## config.mk

```make
export PLATFORM = sky130hd
export DESIGN_NAME = mppt_random_walk_charge_controller
export DESIGN_NICKNAME = d
export VERILOG_FILES = /design/src/rtl/mppt_rw_pkg.sv /design/src/rtl/mppt_random_walk_charge_controller.sv /design/src/rtl/mppt_rw_cfg.sv /design/src/rtl/mppt_rw_draw.sv /design/src/rtl/mppt_rw_core.sv
export SDC_FILE = /design/constraint.sdc
export NUM_CORES = 2
export LEC_CHECK = 0
export ABC_AREA = 0
export BUFFER_PORTS_ARGS = -buffer_cell sky130_fd_sc_hd__buf_2
export CORE_ASPECT_RATIO = 0.8
export CORE_UTILIZATION = 40
export CTS_CLUSTER_SIZE = 28
export DETAILED_ROUTE_END_ITERATION = 10
export PLACE_DENSITY_LB_ADDON = 0.25
export RECOVER_POWER = 50
export SLEW_MARGIN = 10
export SYNTH_ARGS = -nofsm -noshare
export SYNTH_HDL_FRONTEND = slang
export SYNTH_HIERARCHICAL = 1
export SYNTH_SLANG_ARGS = --single-unit
```

## constraint.sdc

```tcl
create_clock -name clk_i -period 15.41 [get_ports clk_i]
set_input_delay 1.541 -clock clk_i [delete_from_list [all_inputs] [get_ports clk_i]]
set_output_delay 1.541 -clock clk_i [all_outputs]
set_load 0.05 [all_outputs]
```

## src/rtl/mppt_rw_pkg.sv

```systemverilog
// Shared types, codes and helpers for the random-walk MPPT charge controller.
`timescale 1ns / 1ps
`default_nettype none

package mppt_rw_pkg;

  // Default PWM resolution
  localparam int unsigned PwmBitsDef = 10;

  // Galois LFSR taps (32 31 29 1) and seed
  localparam logic [31:0] LfsrTaps = 32'hd000_0001;
  localparam logic [31:0] LfsrSeed = 32'h0000_0001;

  // Input word: packed field bits and padded tdata width
  localparam int unsigned InItemW = 75;
  localparam int unsigned InDataW = 80;

  // Output word: fixed field bits beyond the duty field
  localparam int unsigned OutFixedW = 88;

  // Measurement requests
  typedef enum logic [2:0] {
    REQ_TEMPS   = 3'd0,
    REQ_SOLAR   = 3'd1,
    REQ_CURRENT = 3'd2,
    REQ_BATTERY = 3'd3,
    REQ_PINS    = 3'd4
  } req_e;

  // Not-charging reasons
  typedef enum logic [2:0] {
    RSN_UNKNOWN     = 3'd0,
    RSN_BAT_COLD    = 3'd1,
    RSN_BAT_HOT     = 3'd2,
    RSN_CHARGER_HOT = 3'd3,
    RSN_SOLAR_LOW   = 3'd4,
    RSN_BAT_ERROR   = 3'd5
  } reason_e;

  // Configuration register indexes
  typedef enum logic [2:0] {
    CFG_BAT_TEMP_LOW  = 3'd0,
    CFG_BAT_TEMP_HIGH = 3'd1,
    CFG_CHG_TEMP_MAX  = 3'd2,
    CFG_MIN_BAT_MV    = 3'd3,
    CFG_HEADROOM_MV   = 3'd4,
    CFG_ROUND_WAIT    = 3'd5,
    CFG_SETTLE_WAIT   = 3'd6,
    CFG_DIVIDER_WAIT  = 3'd7
  } cfg_idx_e;

  // Configuration register reset values
  localparam logic signed [11:0] BatTempLowRst  = 12'sd0;
  localparam logic signed [11:0] BatTempHighRst = 12'sd450;
  localparam logic signed [11:0] ChgTempMaxRst  = 12'sd800;
  localparam logic [15:0]        MinBatMvRst    = 16'd3600;
  localparam logic [15:0]        HeadroomMvRst  = 16'd350;
  localparam logic [15:0]        RoundWaitRst   = 16'd200;
  localparam logic [15:0]        SettleWaitRst  = 16'd20;
  localparam logic [15:0]        DividerWaitRst = 16'd10;

  // Live configuration
  typedef struct packed {
    logic signed [11:0] bat_temp_min;
    logic signed [11:0] bat_temp_max;
    logic signed [11:0] chg_temp_max;
    logic [15:0]        min_bat_mv;
    logic [15:0]        headroom_mv;
    logic [15:0]        round_wait_ms;
    logic [15:0]        settle_wait_ms;
    logic [15:0]        divider_wait_ms;
  } cfg_t;

  // One input word, last field in the lowest bits
  typedef struct packed {
    logic               stat_pulled_down;
    logic               stat_pulled_up;
    logic               stat_floating;
    logic [15:0]        battery_mv;
    logic [15:0]        current_sixteenths;
    logic [15:0]        solar_mv;
    logic signed [11:0] chg_temp;
    logic signed [11:0] bat_temp;
  } in_item_t;

  // Result fields other than the duty
  typedef struct packed {
    req_e        next_request;
    logic [15:0] wait_ms;
    logic        divider_connect;
    logic        charging;
    reason_e     reason_code;
    logic [31:0] power_level;
    logic [15:0] chosen_solar_mv;
    logic [15:0] chosen_current;
  } res_t;

  // One LFSR shift
  function automatic logic [31:0] lfsr_next(input logic [31:0] r);
    lfsr_next = {1'b0, r[31:1]} ^ (r[0] ? LfsrTaps : 32'h0);
  endfunction

endpackage

`default_nettype wire

```

## src/rtl/mppt_random_walk_charge_controller.sv

```systemverilog
// Top level of the random-walk MPPT solar charge controller.
//
//   channel   dir   handshake                      payload
//   s_axis    in    s_axis_tvalid/s_axis_tready    measurement word (80-bit tdata)
//   m_axis    out   m_axis_tvalid/m_axis_tready    result word (PWM_BITS+88, byte padded)
//   cfg       in    cfg_we_i                       cfg_index_i, cfg_data_i
//
// Each word passes an input register, combinational logic, and a result register;
// one word per cycle is sustained while m_axis_tready stays high.
// The step from one word to the next is bound by the state update in the core.
// Reset clears the state to the start of a round, with the LFSR at one.
// A stalled result holds in the output register; one more word waits in the
// input register, after which s_axis_tready drops.
`timescale 1ns / 1ps
`default_nettype none

module mppt_random_walk_charge_controller #(
  parameter int unsigned PWM_BITS = mppt_rw_pkg::PwmBitsDef,
  localparam int unsigned OutW = ((PWM_BITS + mppt_rw_pkg::OutFixedW + 7) / 8) * 8
) (
  input  wire logic                              clk_i,
  input  wire logic                              rst_ni,
  // bat_temp, chg_temp, solar_mv, current_sixteenths, battery_mv,
  // stat_floating, stat_pulled_up, stat_pulled_down, zero pad
  input  wire logic [mppt_rw_pkg::InDataW-1:0]   s_axis_tdata,
  input  wire logic                              s_axis_tvalid,
  output logic                                   s_axis_tready,
  // duty_index, next_request, wait_ms, divider_connect, charging, reason_code,
  // power_level, chosen_solar_mv, chosen_current, zero pad
  output logic [OutW-1:0]                        m_axis_tdata,
  output logic                                   m_axis_tvalid,
  input  wire logic                              m_axis_tready,
  input  wire logic                              cfg_we_i,
  input  wire logic [2:0]                        cfg_index_i,
  input  wire logic [15:0]                       cfg_data_i
);

  localparam int unsigned ResW = PWM_BITS + mppt_rw_pkg::OutFixedW;

  mppt_rw_pkg::cfg_t     cfg;
  mppt_rw_pkg::in_item_t in_data_q;
  logic                  in_valid_q;
  logic                  out_valid_q;
  logic [OutW-1:0]       out_data_q;
  logic                  out_load;
  logic                  in_take;
  logic [PWM_BITS-1:0]   duty;
  mppt_rw_pkg::res_t     res;
  logic [ResW-1:0]       res_word;

  // Handshake between the two register stages
  assign out_load      = in_valid_q && (!out_valid_q || m_axis_tready);
  assign s_axis_tready = !in_valid_q || out_load;
  assign in_take       = s_axis_tvalid && s_axis_tready;

  mppt_rw_cfg u_cfg (
    .clk_i       (clk_i),
    .rst_ni      (rst_ni),
    .cfg_we_i    (cfg_we_i),
    .cfg_index_i (cfg_index_i),
    .cfg_data_i  (cfg_data_i),
    .cfg_o       (cfg)
  );

  // Input register
  always_ff @(posedge clk_i or negedge rst_ni) begin
    if (!rst_ni) begin
      in_valid_q <= 1'b0;
    end else if (in_take) begin
      in_valid_q <= 1'b1;
    end else if (out_load) begin
      in_valid_q <= 1'b0;
    end
  end

  always_ff @(posedge clk_i) begin
    if (in_take) begin
      in_data_q <= mppt_rw_pkg::in_item_t'(s_axis_tdata[mppt_rw_pkg::InItemW-1:0]);
    end
  end

  mppt_rw_core #(.PWM_BITS(PWM_BITS)) u_core (
    .clk_i  (clk_i),
    .rst_ni (rst_ni),
    .cfg_i  (cfg),
    .step_i (out_load),
    .in_i   (in_data_q),
    .duty_o (duty),
    .res_o  (res)
  );

  // Result word, first field lowest
  assign res_word = {res.chosen_current, res.chosen_solar_mv, res.power_level,
                     res.reason_code, res.charging, res.divider_connect,
                     res.wait_ms, res.next_request, duty};

  // Result register
  always_ff @(posedge clk_i or negedge rst_ni) begin
    if (!rst_ni) begin
      out_valid_q <= 1'b0;
    end else if (out_load) begin
      out_valid_q <= 1'b1;
    end else if (m_axis_tready) begin
      out_valid_q <= 1'b0;
    end
  end

  always_ff @(posedge clk_i) begin
    if (out_load) begin
      out_data_q <= OutW'(res_word);
    end
  end

  assign m_axis_tvalid = out_valid_q;
  assign m_axis_tdata  = out_data_q;

endmodule

`default_nettype wire

```

## src/rtl/mppt_rw_cfg.sv

```systemverilog
// Configuration register bank for the MPPT charge controller.
`timescale 1ns / 1ps
`default_nettype none

module mppt_rw_cfg (
  input  wire logic              clk_i,
  input  wire logic              rst_ni,
  input  wire logic              cfg_we_i,
  input  wire logic [2:0]        cfg_index_i,
  input  wire logic [15:0]       cfg_data_i,
  output mppt_rw_pkg::cfg_t      cfg_o
);

  mppt_rw_pkg::cfg_t cfg_q;

  // Register writes, no read-back
  always_ff @(posedge clk_i or negedge rst_ni) begin
    if (!rst_ni) begin
      cfg_q.bat_temp_min    <= mppt_rw_pkg::BatTempLowRst;
      cfg_q.bat_temp_max    <= mppt_rw_pkg::BatTempHighRst;
      cfg_q.chg_temp_max    <= mppt_rw_pkg::ChgTempMaxRst;
      cfg_q.min_bat_mv      <= mppt_rw_pkg::MinBatMvRst;
      cfg_q.headroom_mv     <= mppt_rw_pkg::HeadroomMvRst;
      cfg_q.round_wait_ms   <= mppt_rw_pkg::RoundWaitRst;
      cfg_q.settle_wait_ms  <= mppt_rw_pkg::SettleWaitRst;
      cfg_q.divider_wait_ms <= mppt_rw_pkg::DividerWaitRst;
    end else if (cfg_we_i) begin
      case (mppt_rw_pkg::cfg_idx_e'(cfg_index_i))
        mppt_rw_pkg::CFG_BAT_TEMP_LOW:  cfg_q.bat_temp_min    <= cfg_data_i[11:0];
        mppt_rw_pkg::CFG_BAT_TEMP_HIGH: cfg_q.bat_temp_max    <= cfg_data_i[11:0];
        mppt_rw_pkg::CFG_CHG_TEMP_MAX:  cfg_q.chg_temp_max    <= cfg_data_i[11:0];
        mppt_rw_pkg::CFG_MIN_BAT_MV:    cfg_q.min_bat_mv      <= cfg_data_i;
        mppt_rw_pkg::CFG_HEADROOM_MV:   cfg_q.headroom_mv     <= cfg_data_i;
        mppt_rw_pkg::CFG_ROUND_WAIT:    cfg_q.round_wait_ms   <= cfg_data_i;
        mppt_rw_pkg::CFG_SETTLE_WAIT:   cfg_q.settle_wait_ms  <= cfg_data_i;
        mppt_rw_pkg::CFG_DIVIDER_WAIT:  cfg_q.divider_wait_ms <= cfg_data_i;
        default: ;
      endcase
    end
  end

  assign cfg_o = cfg_q;

endmodule

`default_nettype wire

```

## src/rtl/mppt_rw_draw.sv

```systemverilog
// One random duty step: PWM_BITS LFSR shifts, then n*n >> PWM_BITS shaping.
`timescale 1ns / 1ps
`default_nettype none

module mppt_rw_draw #(
  parameter int unsigned PWM_BITS = mppt_rw_pkg::PwmBitsDef
) (
  input  wire logic [31:0]         lfsr_i,
  output logic      [31:0]         lfsr_o,
  output logic      [PWM_BITS-1:0] step_o
);

  logic [31:0]           r;
  logic [PWM_BITS:0]     n;
  logic [PWM_BITS-1:0]   n_sat;
  logic [2*PWM_BITS-1:0] sq;

  // Advance the LFSR, take the top bits plus one, saturate, square
  always_comb begin
    r = lfsr_i;
    for (int i = 0; i < PWM_BITS; i++) begin
      r = mppt_rw_pkg::lfsr_next(r);
    end
    n     = {1'b0, r[31 -: PWM_BITS]} + {{PWM_BITS{1'b0}}, 1'b1};
    // only all-ones top bits overflow the duty range
    n_sat = n[PWM_BITS] ? {PWM_BITS{1'b1}} : n[PWM_BITS-1:0];
    sq    = {{PWM_BITS{1'b0}}, n_sat} * {{PWM_BITS{1'b0}}, n_sat};
  end

  assign lfsr_o = r;
  assign step_o = sq[2*PWM_BITS-1:PWM_BITS];

endmodule

`default_nettype wire

```

## src/rtl/mppt_rw_core.sv

```systemverilog
// Measurement sequencer, perturb-and-observe decision and charge status state.
`timescale 1ns / 1ps
`default_nettype none

module mppt_rw_core #(
  parameter int unsigned PWM_BITS = mppt_rw_pkg::PwmBitsDef
) (
  input  wire logic                 clk_i,
  input  wire logic                 rst_ni,
  input  wire mppt_rw_pkg::cfg_t    cfg_i,
  input  wire logic                 step_i,
  input  wire mppt_rw_pkg::in_item_t in_i,
  output logic [PWM_BITS-1:0]       duty_o,
  output mppt_rw_pkg::res_t         res_o
);

  typedef enum logic [2:0] {
    PH_TEMPS   = 3'd0,
    PH_SOLAR   = 3'd1,
    PH_LOWERED = 3'd2,
    PH_RAISED  = 3'd3,
    PH_BATTERY = 3'd4,
    PH_PINS    = 3'd5
  } phase_e;

  phase_e              phase_q, phase_d;
  logic [PWM_BITS-1:0] duty_now_q, duty_now_d;
  logic [PWM_BITS-1:0] duty_before_q, duty_before_d;
  logic [PWM_BITS-1:0] duty_lowered_q, duty_lowered_d;
  logic [PWM_BITS-1:0] duty_raised_q, duty_raised_d;
  logic [31:0]         lfsr_q, lfsr_d;
  logic [15:0]         sol_before_q, sol_before_d;
  logic [15:0]         sol_lowered_q, sol_lowered_d;
  logic [15:0]         sol_raised_q, sol_raised_d;
  logic [15:0]         cur_lowered_q, cur_lowered_d;
  logic [15:0]         cur_raised_q, cur_raised_d;
  logic [31:0]         pwr_lowered_q, pwr_lowered_d;
  logic [31:0]         pwr_raised_q, pwr_raised_d;
  logic [31:0]         pwr_stored_q, pwr_stored_d;
  logic [15:0]         bat_level_q, bat_level_d;
  logic [15:0]         chosen_sol_q, chosen_sol_d;
  logic [15:0]         chosen_cur_q, chosen_cur_d;
  logic                charging_q, charging_d;
  mppt_rw_pkg::reason_e reason_q, reason_d;

  logic [31:0]         lfsr_mid, lfsr_end;
  logic [PWM_BITS-1:0] step_dec, step_inc;
  logic [PWM_BITS:0]   raise_sum;
  logic [31:0]         power;
  logic [16:0]         min_solar;
  logic [15:0]         bat_ref;
  logic                low_raised, low_lowered, low_before, low_chosen;
  logic [31:0]         pr, pl, prev;
  logic                chip_active;
  mppt_rw_pkg::req_e   req;
  logic [15:0]         wait_ms;
  logic                divider;

  // Solar voltage without enough headroom over the battery or the minimum
  function automatic logic too_low(input logic [15:0] s, input logic [15:0] bat,
                                   input logic [15:0] head, input logic [16:0] min_s);
    logic [16:0] lim_bat;
    lim_bat = {1'b0, bat} + {1'b0, head};
    too_low = ({1'b0, s} < lim_bat) || ({1'b0, s} < min_s);
  endfunction

  // Two chained draws: lowering step first, raising step second
  mppt_rw_draw #(.PWM_BITS(PWM_BITS)) u_draw_dec (
    .lfsr_i (lfsr_q),
    .lfsr_o (lfsr_mid),
    .step_o (step_dec)
  );

  mppt_rw_draw #(.PWM_BITS(PWM_BITS)) u_draw_inc (
    .lfsr_i (lfsr_mid),
    .lfsr_o (lfsr_end),
    .step_o (step_inc)
  );

  // Shared arithmetic
  assign power     = {16'd0, in_i.current_sixteenths} * {16'd0, in_i.solar_mv};
  assign raise_sum = {1'b0, duty_now_q} + {1'b0, step_inc};
  assign min_solar = {1'b0, cfg_i.min_bat_mv} + {1'b0, cfg_i.headroom_mv};
  // battery level is taken fresh in the battery phase
  assign bat_ref   = (phase_q == PH_BATTERY) ? in_i.battery_mv : bat_level_q;

  assign low_raised  = too_low(sol_raised_q, bat_ref, cfg_i.headroom_mv, min_solar);
  assign low_lowered = too_low(sol_lowered_q, bat_ref, cfg_i.headroom_mv, min_solar);
  assign low_before  = too_low(sol_before_q, bat_ref, cfg_i.headroom_mv, min_solar);
  assign low_chosen  = too_low(chosen_sol_q, bat_ref, cfg_i.headroom_mv, min_solar);

  assign pr   = low_raised  ? 32'd0 : pwr_raised_q;
  assign pl   = low_lowered ? 32'd0 : pwr_lowered_q;
  assign prev = low_before  ? 32'd0 : pwr_stored_q;

  assign chip_active = !(!in_i.stat_pulled_down && in_i.stat_pulled_up);

  // Next state for the phase of this word
  always_comb begin
    phase_d        = phase_q;
    duty_now_d     = duty_now_q;
    duty_before_d  = duty_before_q;
    duty_lowered_d = duty_lowered_q;
    duty_raised_d  = duty_raised_q;
    lfsr_d         = lfsr_q;
    sol_before_d   = sol_before_q;
    sol_lowered_d  = sol_lowered_q;
    sol_raised_d   = sol_raised_q;
    cur_lowered_d  = cur_lowered_q;
    cur_raised_d   = cur_raised_q;
    pwr_lowered_d  = pwr_lowered_q;
    pwr_raised_d   = pwr_raised_q;
    pwr_stored_d   = pwr_stored_q;
    bat_level_d    = bat_level_q;
    chosen_sol_d   = chosen_sol_q;
    chosen_cur_d   = chosen_cur_q;
    charging_d     = charging_q;
    reason_d       = reason_q;
    req            = mppt_rw_pkg::REQ_TEMPS;
    wait_ms        = cfg_i.round_wait_ms;
    divider        = 1'b0;

    case (phase_q)
      PH_SOLAR: begin
        sol_before_d   = in_i.solar_mv;
        duty_before_d  = duty_now_q;
        lfsr_d         = lfsr_end;
        duty_lowered_d = (step_dec > duty_now_q) ? '0 : duty_now_q - step_dec;
        duty_raised_d  = raise_sum[PWM_BITS] ? {PWM_BITS{1'b1}} : raise_sum[PWM_BITS-1:0];
        duty_now_d     = duty_lowered_d;
        phase_d        = PH_LOWERED;
        req            = mppt_rw_pkg::REQ_CURRENT;
        wait_ms        = cfg_i.settle_wait_ms;
      end
      PH_LOWERED: begin
        cur_lowered_d = in_i.current_sixteenths;
        sol_lowered_d = in_i.solar_mv;
        pwr_lowered_d = power;
        duty_now_d    = duty_raised_q;
        phase_d       = PH_RAISED;
        req           = mppt_rw_pkg::REQ_CURRENT;
        wait_ms       = cfg_i.settle_wait_ms;
      end
      PH_RAISED: begin
        cur_raised_d = in_i.current_sixteenths;
        sol_raised_d = in_i.solar_mv;
        pwr_raised_d = power;
        phase_d      = PH_BATTERY;
        req          = mppt_rw_pkg::REQ_BATTERY;
        wait_ms      = cfg_i.divider_wait_ms;
        divider      = 1'b1;
      end
      PH_BATTERY: begin
        bat_level_d   = in_i.battery_mv;
        pwr_raised_d  = pr;
        pwr_lowered_d = pl;
        if (pr > prev) begin
          duty_now_d   = duty_raised_q;
          chosen_cur_d = cur_raised_q;
          chosen_sol_d = sol_raised_q;
          pwr_stored_d = pr;
        end else if (pl > prev) begin
          duty_now_d   = duty_lowered_q;
          chosen_cur_d = cur_lowered_q;
          chosen_sol_d = sol_lowered_q;
          pwr_stored_d = pl;
        end else begin
          // no trial wins: back to the old point
          duty_now_d   = duty_before_q;
          chosen_sol_d = sol_before_q;
          pwr_stored_d = prev;
        end
        phase_d = PH_PINS;
        req     = mppt_rw_pkg::REQ_PINS;
        wait_ms = cfg_i.settle_wait_ms;
      end
      PH_PINS: begin
        if (({1'b0, chosen_sol_q} >= min_solar) && chip_active) begin
          charging_d = 1'b1;
          reason_d   = mppt_rw_pkg::RSN_UNKNOWN;
        end else begin
          charging_d = 1'b0;
          if (bat_level_q < cfg_i.min_bat_mv) begin
            reason_d = mppt_rw_pkg::RSN_BAT_ERROR;
          end else if (low_chosen) begin
            reason_d = mppt_rw_pkg::RSN_SOLAR_LOW;
          end else begin
            reason_d = mppt_rw_pkg::RSN_UNKNOWN;
          end
        end
        phase_d = PH_TEMPS;
      end
      default: begin
        // temperature check, also taken for an undefined phase code
        if (in_i.bat_temp < cfg_i.bat_temp_min) begin
          reason_d   = mppt_rw_pkg::RSN_BAT_COLD;
          charging_d = 1'b0;
          duty_now_d = '0;
          phase_d    = PH_TEMPS;
        end else if (in_i.bat_temp > cfg_i.bat_temp_max) begin
          reason_d   = mppt_rw_pkg::RSN_BAT_HOT;
          charging_d = 1'b0;
          duty_now_d = '0;
          phase_d    = PH_TEMPS;
        end else if (in_i.chg_temp > cfg_i.chg_temp_max) begin
          reason_d   = mppt_rw_pkg::RSN_CHARGER_HOT;
          charging_d = 1'b0;
          duty_now_d = '0;
          phase_d    = PH_TEMPS;
        end else begin
          phase_d = PH_SOLAR;
          req     = mppt_rw_pkg::REQ_SOLAR;
          wait_ms = '0;
        end
      end
    endcase
  end

  // State update, one word per step
  always_ff @(posedge clk_i or negedge rst_ni) begin
    if (!rst_ni) begin
      phase_q        <= PH_TEMPS;
      duty_now_q     <= '0;
      duty_before_q  <= '0;
      duty_lowered_q <= '0;
      duty_raised_q  <= '0;
      lfsr_q         <= mppt_rw_pkg::LfsrSeed;
      sol_before_q   <= '0;
      sol_lowered_q  <= '0;
      sol_raised_q   <= '0;
      cur_lowered_q  <= '0;
      cur_raised_q   <= '0;
      pwr_lowered_q  <= '0;
      pwr_raised_q   <= '0;
      pwr_stored_q   <= '0;
      bat_level_q    <= '0;
      chosen_sol_q   <= '0;
      chosen_cur_q   <= '0;
      charging_q     <= 1'b0;
      reason_q       <= mppt_rw_pkg::RSN_UNKNOWN;
    end else if (step_i) begin
      phase_q        <= phase_d;
      duty_now_q     <= duty_now_d;
      duty_before_q  <= duty_before_d;
      duty_lowered_q <= duty_lowered_d;
      duty_raised_q  <= duty_raised_d;
      lfsr_q         <= lfsr_d;
      sol_before_q   <= sol_before_d;
      sol_lowered_q  <= sol_lowered_d;
      sol_raised_q   <= sol_raised_d;
      cur_lowered_q  <= cur_lowered_d;
      cur_raised_q   <= cur_raised_d;
      pwr_lowered_q  <= pwr_lowered_d;
      pwr_raised_q   <= pwr_raised_d;
      pwr_stored_q   <= pwr_stored_d;
      bat_level_q    <= bat_level_d;
      chosen_sol_q   <= chosen_sol_d;
      chosen_cur_q   <= chosen_cur_d;
      charging_q     <= charging_d;
      reason_q       <= reason_d;
    end
  end

  // Result reflects the state after this word
  assign duty_o                = duty_now_d;
  assign res_o.next_request    = req;
  assign res_o.wait_ms         = wait_ms;
  assign res_o.divider_connect = divider;
  assign res_o.charging        = charging_d;
  assign res_o.reason_code     = reason_d;
  assign res_o.power_level     = pwr_stored_d;
  assign res_o.chosen_solar_mv = chosen_sol_d;
  assign res_o.chosen_current  = chosen_cur_d;

endmodule

`default_nettype wire

```

---- Word level (Yosys, flattened, before mapping) ----
Cells that the tools add are included.
storage, ports and cells
  flip-flop bits (word level) ............. 593
  latch bits .............................. 0
  RAM bits ................................ 0
  ROM bits ................................ 0
  input port bits ......................... 104
  output and inout port bits .............. 106
  logic and storage cells ................. 201
  memories kept ........................... 0
cells by class
  $add $sub $neg .......................... 6
  multipliers ............................. 3
  divide/modulo/power cells ............... 0
  $lt $le $gt $ge ......................... 16
  equal/unequal tests ..................... 12
  shift-type cells ........................ 0
  multiplexer cells ....................... 71
  bitwise gates (word level) .............. 20
  reduce and logical (&&, ||, !) cells .... 36
operators with widths
  cell                                                             count
  32-bit 2-to-1 mux                                                26
  31-bit by 32-bit bitwise XOR with 32-bit output                  20
  16-bit 2-to-1 mux                                                10
  16-bit by 17-bit < comparator with 1-bit output                  8
  32-bit one-hot mux with 2 select lines                           2
  10-bit 2-to-1 mux                                                9
  32-bit greater-than comparator                                   2
  16-bit one-hot mux with 3 select lines                           1
  10-bit by 10-bit multiplier with 20-bit output                   2
  10-bit one-hot mux with 4 select lines                           1
  16-bit by 16-bit adder with 17-bit output                        2
  16-bit by 16-bit multiplier with 32-bit output                   1
  2-bit AND reduction                                              13
  12-bit greater-than comparator                                   2
  3-bit 2-to-1 mux                                                 8
  10-bit by 1-bit adder with 11-bit output, second input constant  2
  3-bit == test, second input constant                             6
  16-bit by 17-bit greater-or-equal comparator with 1-bit output   1
  16-bit < comparator                                              1
  3-bit one-hot mux with 5 select lines                            1
  3-bit by 2-bit == test with 1-bit output, second input constant  4
  12-bit < comparator                                              1
  3-bit one-hot mux with 4 select lines                            1
  10-bit by 10-bit adder with 11-bit output                        1
  other kinds (14)                                                 39

---- Logic depth before layout (Yosys ltp) ----
  depth after elaboration ................. 45
  mapped depth ............................ 48
  depth with buffers taken out ............ 46

---- Modules after synthesis ----
The synthesis kept the hierarchy.
by module, submodules not included
  module                              instances  cells each  area each (um^2)  sequential area each (um^2)
  mppt_rw_core                        1          3649        31007.2           7583.5
  mppt_random_walk_charge_controller  1          188         5347.6            5245.0
  mppt_rw_cfg                         1          253         4546.9            2932.8
  mppt_rw_draw (u_core.u_draw_dec)    1          427         3508.4            0.0
  mppt_rw_draw (u_core.u_draw_inc)    1          404         3394.5            0.0

---- Worst setup path after synthesis ----
Ideal clock, no wire load.
  path kind ............................... register to register
  start ................................... register u_core.lfsr_q[0]
  end ..................................... register u_core.duty_raised_q[9]
  setup time .............................. 158 ps
  arrival time ............................ 10724 ps
  data required time ...................... 15252 ps
  path slack .............................. 4528 ps
  stages on the path, launching flop included .. 46
  path buffers ............................ 2
  clock period less this slack ............ 10882 ps
  path through ............................ dfstp_2 -> buf_4 -> xnor3_2 -> xnor3_1 -> xor2_1 -> xnor2_1 -> xor2_1 -> buf_6 -> xnor2_2 -> xnor3_1 -> xor2_1 -> xnor2_1 -> ha_1 -> xor2_1 -> inv_1 -> nand3_1 -> a211o_1 -> nand2_1 -> (+10 left out) -> inv_1 -> ha_1 -> or4_1 -> a21oi_1 -> and3_1 -> nor2_1 -> o21ai_0 -> a221oi_1 -> ha_1 -> nor2b_1 -> o21ai_0 -> a21oi_1 -> o21ai_0 -> a21oi_1 -> o21ai_0 -> nand2b_1 -> a31oi_1 -> a31oi_1
on the way
  word-level cells in the longest chain between the ends .. 45
RTL lines
  item                                               RTL line             RTL
  start, declared                                    mppt_rw_core.sv:31   logic [31:0] lfsr_q, lfsr_d;
  start signal, assigned                             mppt_rw_core.sv:227  lfsr_q <= mppt_rw_pkg::LfsrSeed;
  start signal, assigned                             mppt_rw_core.sv:247  lfsr_q <= lfsr_d;
  32-bit 2-to-1 mux *                                mppt_rw_pkg.sv:100   lfsr_next = {1'b0, r[31:1]} ^ (r[0] ? LfsrTaps : 32'h0);
  31-bit by 32-bit bitwise XOR with 32-bit output *  mppt_rw_pkg.sv:100
  32-bit 2-to-1 mux *                                mppt_rw_pkg.sv:100
  31-bit by 32-bit bitwise XOR with 32-bit output *  mppt_rw_pkg.sv:100
  32-bit 2-to-1 mux *                                mppt_rw_pkg.sv:100
  31-bit by 32-bit bitwise XOR with 32-bit output *  mppt_rw_pkg.sv:100
  32-bit 2-to-1 mux *                                mppt_rw_pkg.sv:100
  31-bit by 32-bit bitwise XOR with 32-bit output *  mppt_rw_pkg.sv:100
  (+12 left out)                                     --
  net u_core.lfsr_mid[0]                             mppt_rw_core.sv:46   logic [31:0] lfsr_mid, lfsr_end;
  (+19 left out)                                     --
  31-bit by 32-bit bitwise XOR with 32-bit output *  mppt_rw_pkg.sv:100
  net u_core.lfsr_end[28]                            mppt_rw_core.sv:46
  10-bit by 1-bit adder with 11-bit output *         mppt_rw_draw.sv:24   n = {1'b0, r[31 -: PWM_BITS]} + {{PWM_BITS{1'b0}}, 1'b1};
  10-bit 2-to-1 mux *                                mppt_rw_draw.sv:26   n_sat = n[PWM_BITS] ? {PWM_BITS{1'b1}} : n[PWM_BITS-1:0];
  10-bit by 10-bit multiplier with 20-bit output *   mppt_rw_draw.sv:27   sq = {{PWM_BITS{1'b0}}, n_sat} * {{PWM_BITS{1'b0}}, n_sat};
  net u_core.step_inc[2]                             mppt_rw_core.sv:47   logic [PWM_BITS-1:0] step_dec, step_inc;
  10-bit by 10-bit adder with 11-bit output *        mppt_rw_core.sv:82   assign raise_sum = {1'b0, duty_now_q} + {1'b0, step_inc};
  10-bit 2-to-1 mux *                                mppt_rw_core.sv:129  duty_raised_d = raise_sum[PWM_BITS] ? {PWM_BITS{1'b1}} : raise_sum[PWM_BITS-1:0];
  end signal, assigned                               mppt_rw_core.sv:246  duty_raised_q <= duty_raised_d;
  end, declared                                      mppt_rw_core.sv:30   logic [PWM_BITS-1:0] duty_raised_q, duty_raised_d;
Mark *: on every way through the listed nets, which the timed path passes. The rest lies on a longest branch.
A chain may end at the register's enable or synchronous reset.

==> flow_metrics.env <==
export IMPL_startpoint_type="flip-flop"
export IMPL_yosysWarnings=6
export IMPL_final_hold_violation_count=0
export IMPL_slew_headroom_pct=-521
export IMPL_grt_pass1_vias=35424
export IMPL_worstSetupPathType="flip-flop to flip-flop"
export IMPL_gp_congestion=0.876
export IMPL_cp_required_ns=15.80
export IMPL_grt_usage_pct=22.3
export IMPL_peakVddDrop_mv=0.454
export IMPL_p_leak_uw=0.0255
export IMPL_wl_per_cell_um=20.3
export IMPL_cts_resized=0
export IMPL_place_hpwl_mm=96.5
export IMPL_die_y_um=311
export IMPL_fin_cells=6585
export IMPL_drc=0
export IMPL_clockRootBuffer="clkbuf_16"
export IMPL_fin_setup_tns_ns=0
export IMPL_syn2layout_area_growth_pct=8.93
export IMPL_fp_dieW_um=388
export IMPL_outcome="finished, violations left"
export IMPL_drv_cap=9
export IMPL_fin_util_pct=43.9
export IMPL_h_tree_depth=3
export IMPL_cts_setup_buffers=0
export IMPL_drt_iter0_drc=2788
export IMPL_violations="max-capacitance violations, max-slew violations"
export IMPL_dieArea_um2=121000
export IMPL_core_area_um2=119000
export IMPL_first_pass_iters=6
export IMPL_fillerInstances=11410
export IMPL_powerDensity_nw_per_um2=229
export IMPL_pin_count=210
export IMPL_hold_buffers=0
export IMPL_finalCriticalPeriod_ns=12.95
export IMPL_antenna_found_initial=5
export IMPL_drive_gt1_share_pct=12.0
export IMPL_maxSlewViolCount=502
export IMPL_numCtsBuffers=70
export IMPL_rsz0062_at_grt="false"
export IMPL_port_buffers=197
export IMPL_cp_max_fo=85
export IMPL_dpl_cell_count=6456
export IMPL_finClkSkew_ns=0.0402
export IMPL_ant_nets=0
export IMPL_detailroute_via_count=35596
export IMPL_fmax_ghz=0.0772
export IMPL_grt_ovfl_total=0
export IMPL_fin_crit_sh_pct=84.0
export IMPL_grt_pass1_wl_mm=211
export IMPL_max_stage_delay_ns=1.50
export IMPL_wirelength_mm=134
export IMPL_clock_path_buffers=3
export IMPL_tightest_slew_ns=9.31
export IMPL_num_rows=113
export IMPL_syn_avg_cell_area_um2=9.71
export IMPL_setup_violations=0
export IMPL_insertion_delay_ns=0.68
export IMPL_clk_pin_slew_ns=0.06
export IMPL_end_kind="flip-flop"
export IMPL_arrival_ns=13.33
export IMPL_fin_nets=5850
export IMPL_viasPerCell=5.41
export IMPL_synth_area_um2=47800
export IMPL_cts_tree="built"
export IMPL_grt_max_degree=167
export IMPL_worst_path_max_delay_cell="clkbuf_1"
export IMPL_syn_instance_count=4920
export IMPL_start_util_pct=40.3
export IMPL_clock_sinks=593
export IMPL_min_path_type="flip-flop to flip-flop"
==> through the flow <==
stage / total power [µW] / worst slack [ns] / hold slack (ns) / instance area (µm²)
2_1_floorplan: 7760 / 4.53 / 0.438 / 47800
3_3_place_gp: 9980 / 2.79 / 0.452 / 49900
3_5_place_dp: 10100 / 2.73 / 0.452 / 49900
4_1_cts: 11900 / 2.69 / 0.466 / 52200
5_1_grt: 12800 / 0.844 / 0.492 / 52000
6_report: 11900 / 2.46 / 0.464 / 52000
==> worst max-delay path, delay by kind of cell, from the launching register on <==
kind | cells | cell delay, ns
XOR/XNOR | 1 | 0.42
flip-flops | 1 | 0.32
adder cells (fa/ha/maj) | 4 | 1.12
AO/OA/AOI/OAI | 7 | 2.39
buffers and inverters | 7 | 4.00
AND/OR/NAND/NOR | 17 | 4.27
==> routing by layer <==
metal	GRT usage (%)	vias to the layer above	wire length (µm)	share of wire, %
met4	4.60	0	2400	1.8
met2	32.4	959	55900	42
met1	34.5	17656	67500	51
li1	-	16836	-	-
met5	0	-	0	0
met3	3.68	145	7870	5.9
==> sequential cells by signal, indices dropped and copies added, names as in the netlist, 3 cells and up <==
signal,count
m_axis_tdata,98
u_core/reason_q,3
u_core/phase_q,3
u_core/chosen_sol_q,16
u_core/duty_before_q,10
u_core/pwr_lowered_q,32
u_core/duty_now_q,10
u_core/lfsr_q,32
u_core/cur_raised_q,16
u_core/sol_raised_q,16
u_core/bat_level_q,16
u_core/pwr_stored_q,32
u_core/pwr_raised_q,32
u_core/cur_lowered_q,16
in_data_q,74
u_core/sol_before_q,16
u_core/sol_lowered_q,16
u_cfg/cfg_o,116
u_core/duty_raised_q,10
u_core/chosen_cur_q,16
u_core/duty_lowered_q,10
==> power breakdown <==
group	switching (µW)	internal (µW)
Combinational	4920	2770
Sequential	398	2120
Clock	724	988
Total	6040	5870
==> cells in the final DEF (no fill, tap or decap), drive strengths merged, types with 14 or more instances in the layout <==
master / instances
o21a: 22
o31ai: 14
nor2: 256
mux2i: 28
xnor2: 87
nor2b: 31
nand3: 66
nand4: 24
o21bai: 15
edfxtp: 172
nor4: 60
a22o: 83
mux2: 154
buf: 224
a21o: 61
a211o: 15
a222oi: 16
nor3: 38
ha: 478
a31oi: 20
a21oi: 295
or2: 17
nand2: 780
o21ai: 174
nand2b: 42
and2: 158
clkbuf: 128
a211oi: 30
dfstp: 25
xor2: 62
dfrtp: 396
o211ai: 20
o22ai: 25
a2111oi: 14
fa: 292
inv: 518
==> final cells by class <==
cell class                      count  area (µm²)  area share (%)
Multi-Input combinational cell   3551       28800            55.3
Clock inverter                     25         348           0.668
Timing Repair Buffer              249        1330            2.56
Inverter                          511        1920            3.69
Tap cell                         1552        1940            3.73
Sequential cell                   593       15700            30.2
Clock buffer                      103        2010            3.86
Antenna cell                        1        2.50         0.00481
==> final timing paths <==
path | from | end | slack [ns] | depth (start not counted)
setup / recovery | u_core/phase_q[0]$_DFFE_PN0P_ | m_axis_tdata[40]$_DFFE_PP_ | 2.46 | 36
hold / removal | in_data_q[61]$_DFFE_PP_ | u_core/bat_level_q[5]$_DFFE_PN0P_ | 0.46 | 2
setup reg to reg | u_core/phase_q[0]$_DFFE_PN0P_ | m_axis_tdata[40]$_DFFE_PP_ | 2.46 | 36
hold reg to reg | in_data_q[61]$_DFFE_PP_ | u_core/bat_level_q[5]$_DFFE_PN0P_ | 0.46 | 2
max in group asynchronous | rst_ni | u_core/pwr_stored_q[28]$_DFFE_PN0P_ | 3.23 | 2
min in group asynchronous | rst_ni | u_core/lfsr_q[20]$_DFFE_PN0P_ | 1.94 | 1
Note: power is estimated with default switching activity, not from simulation.
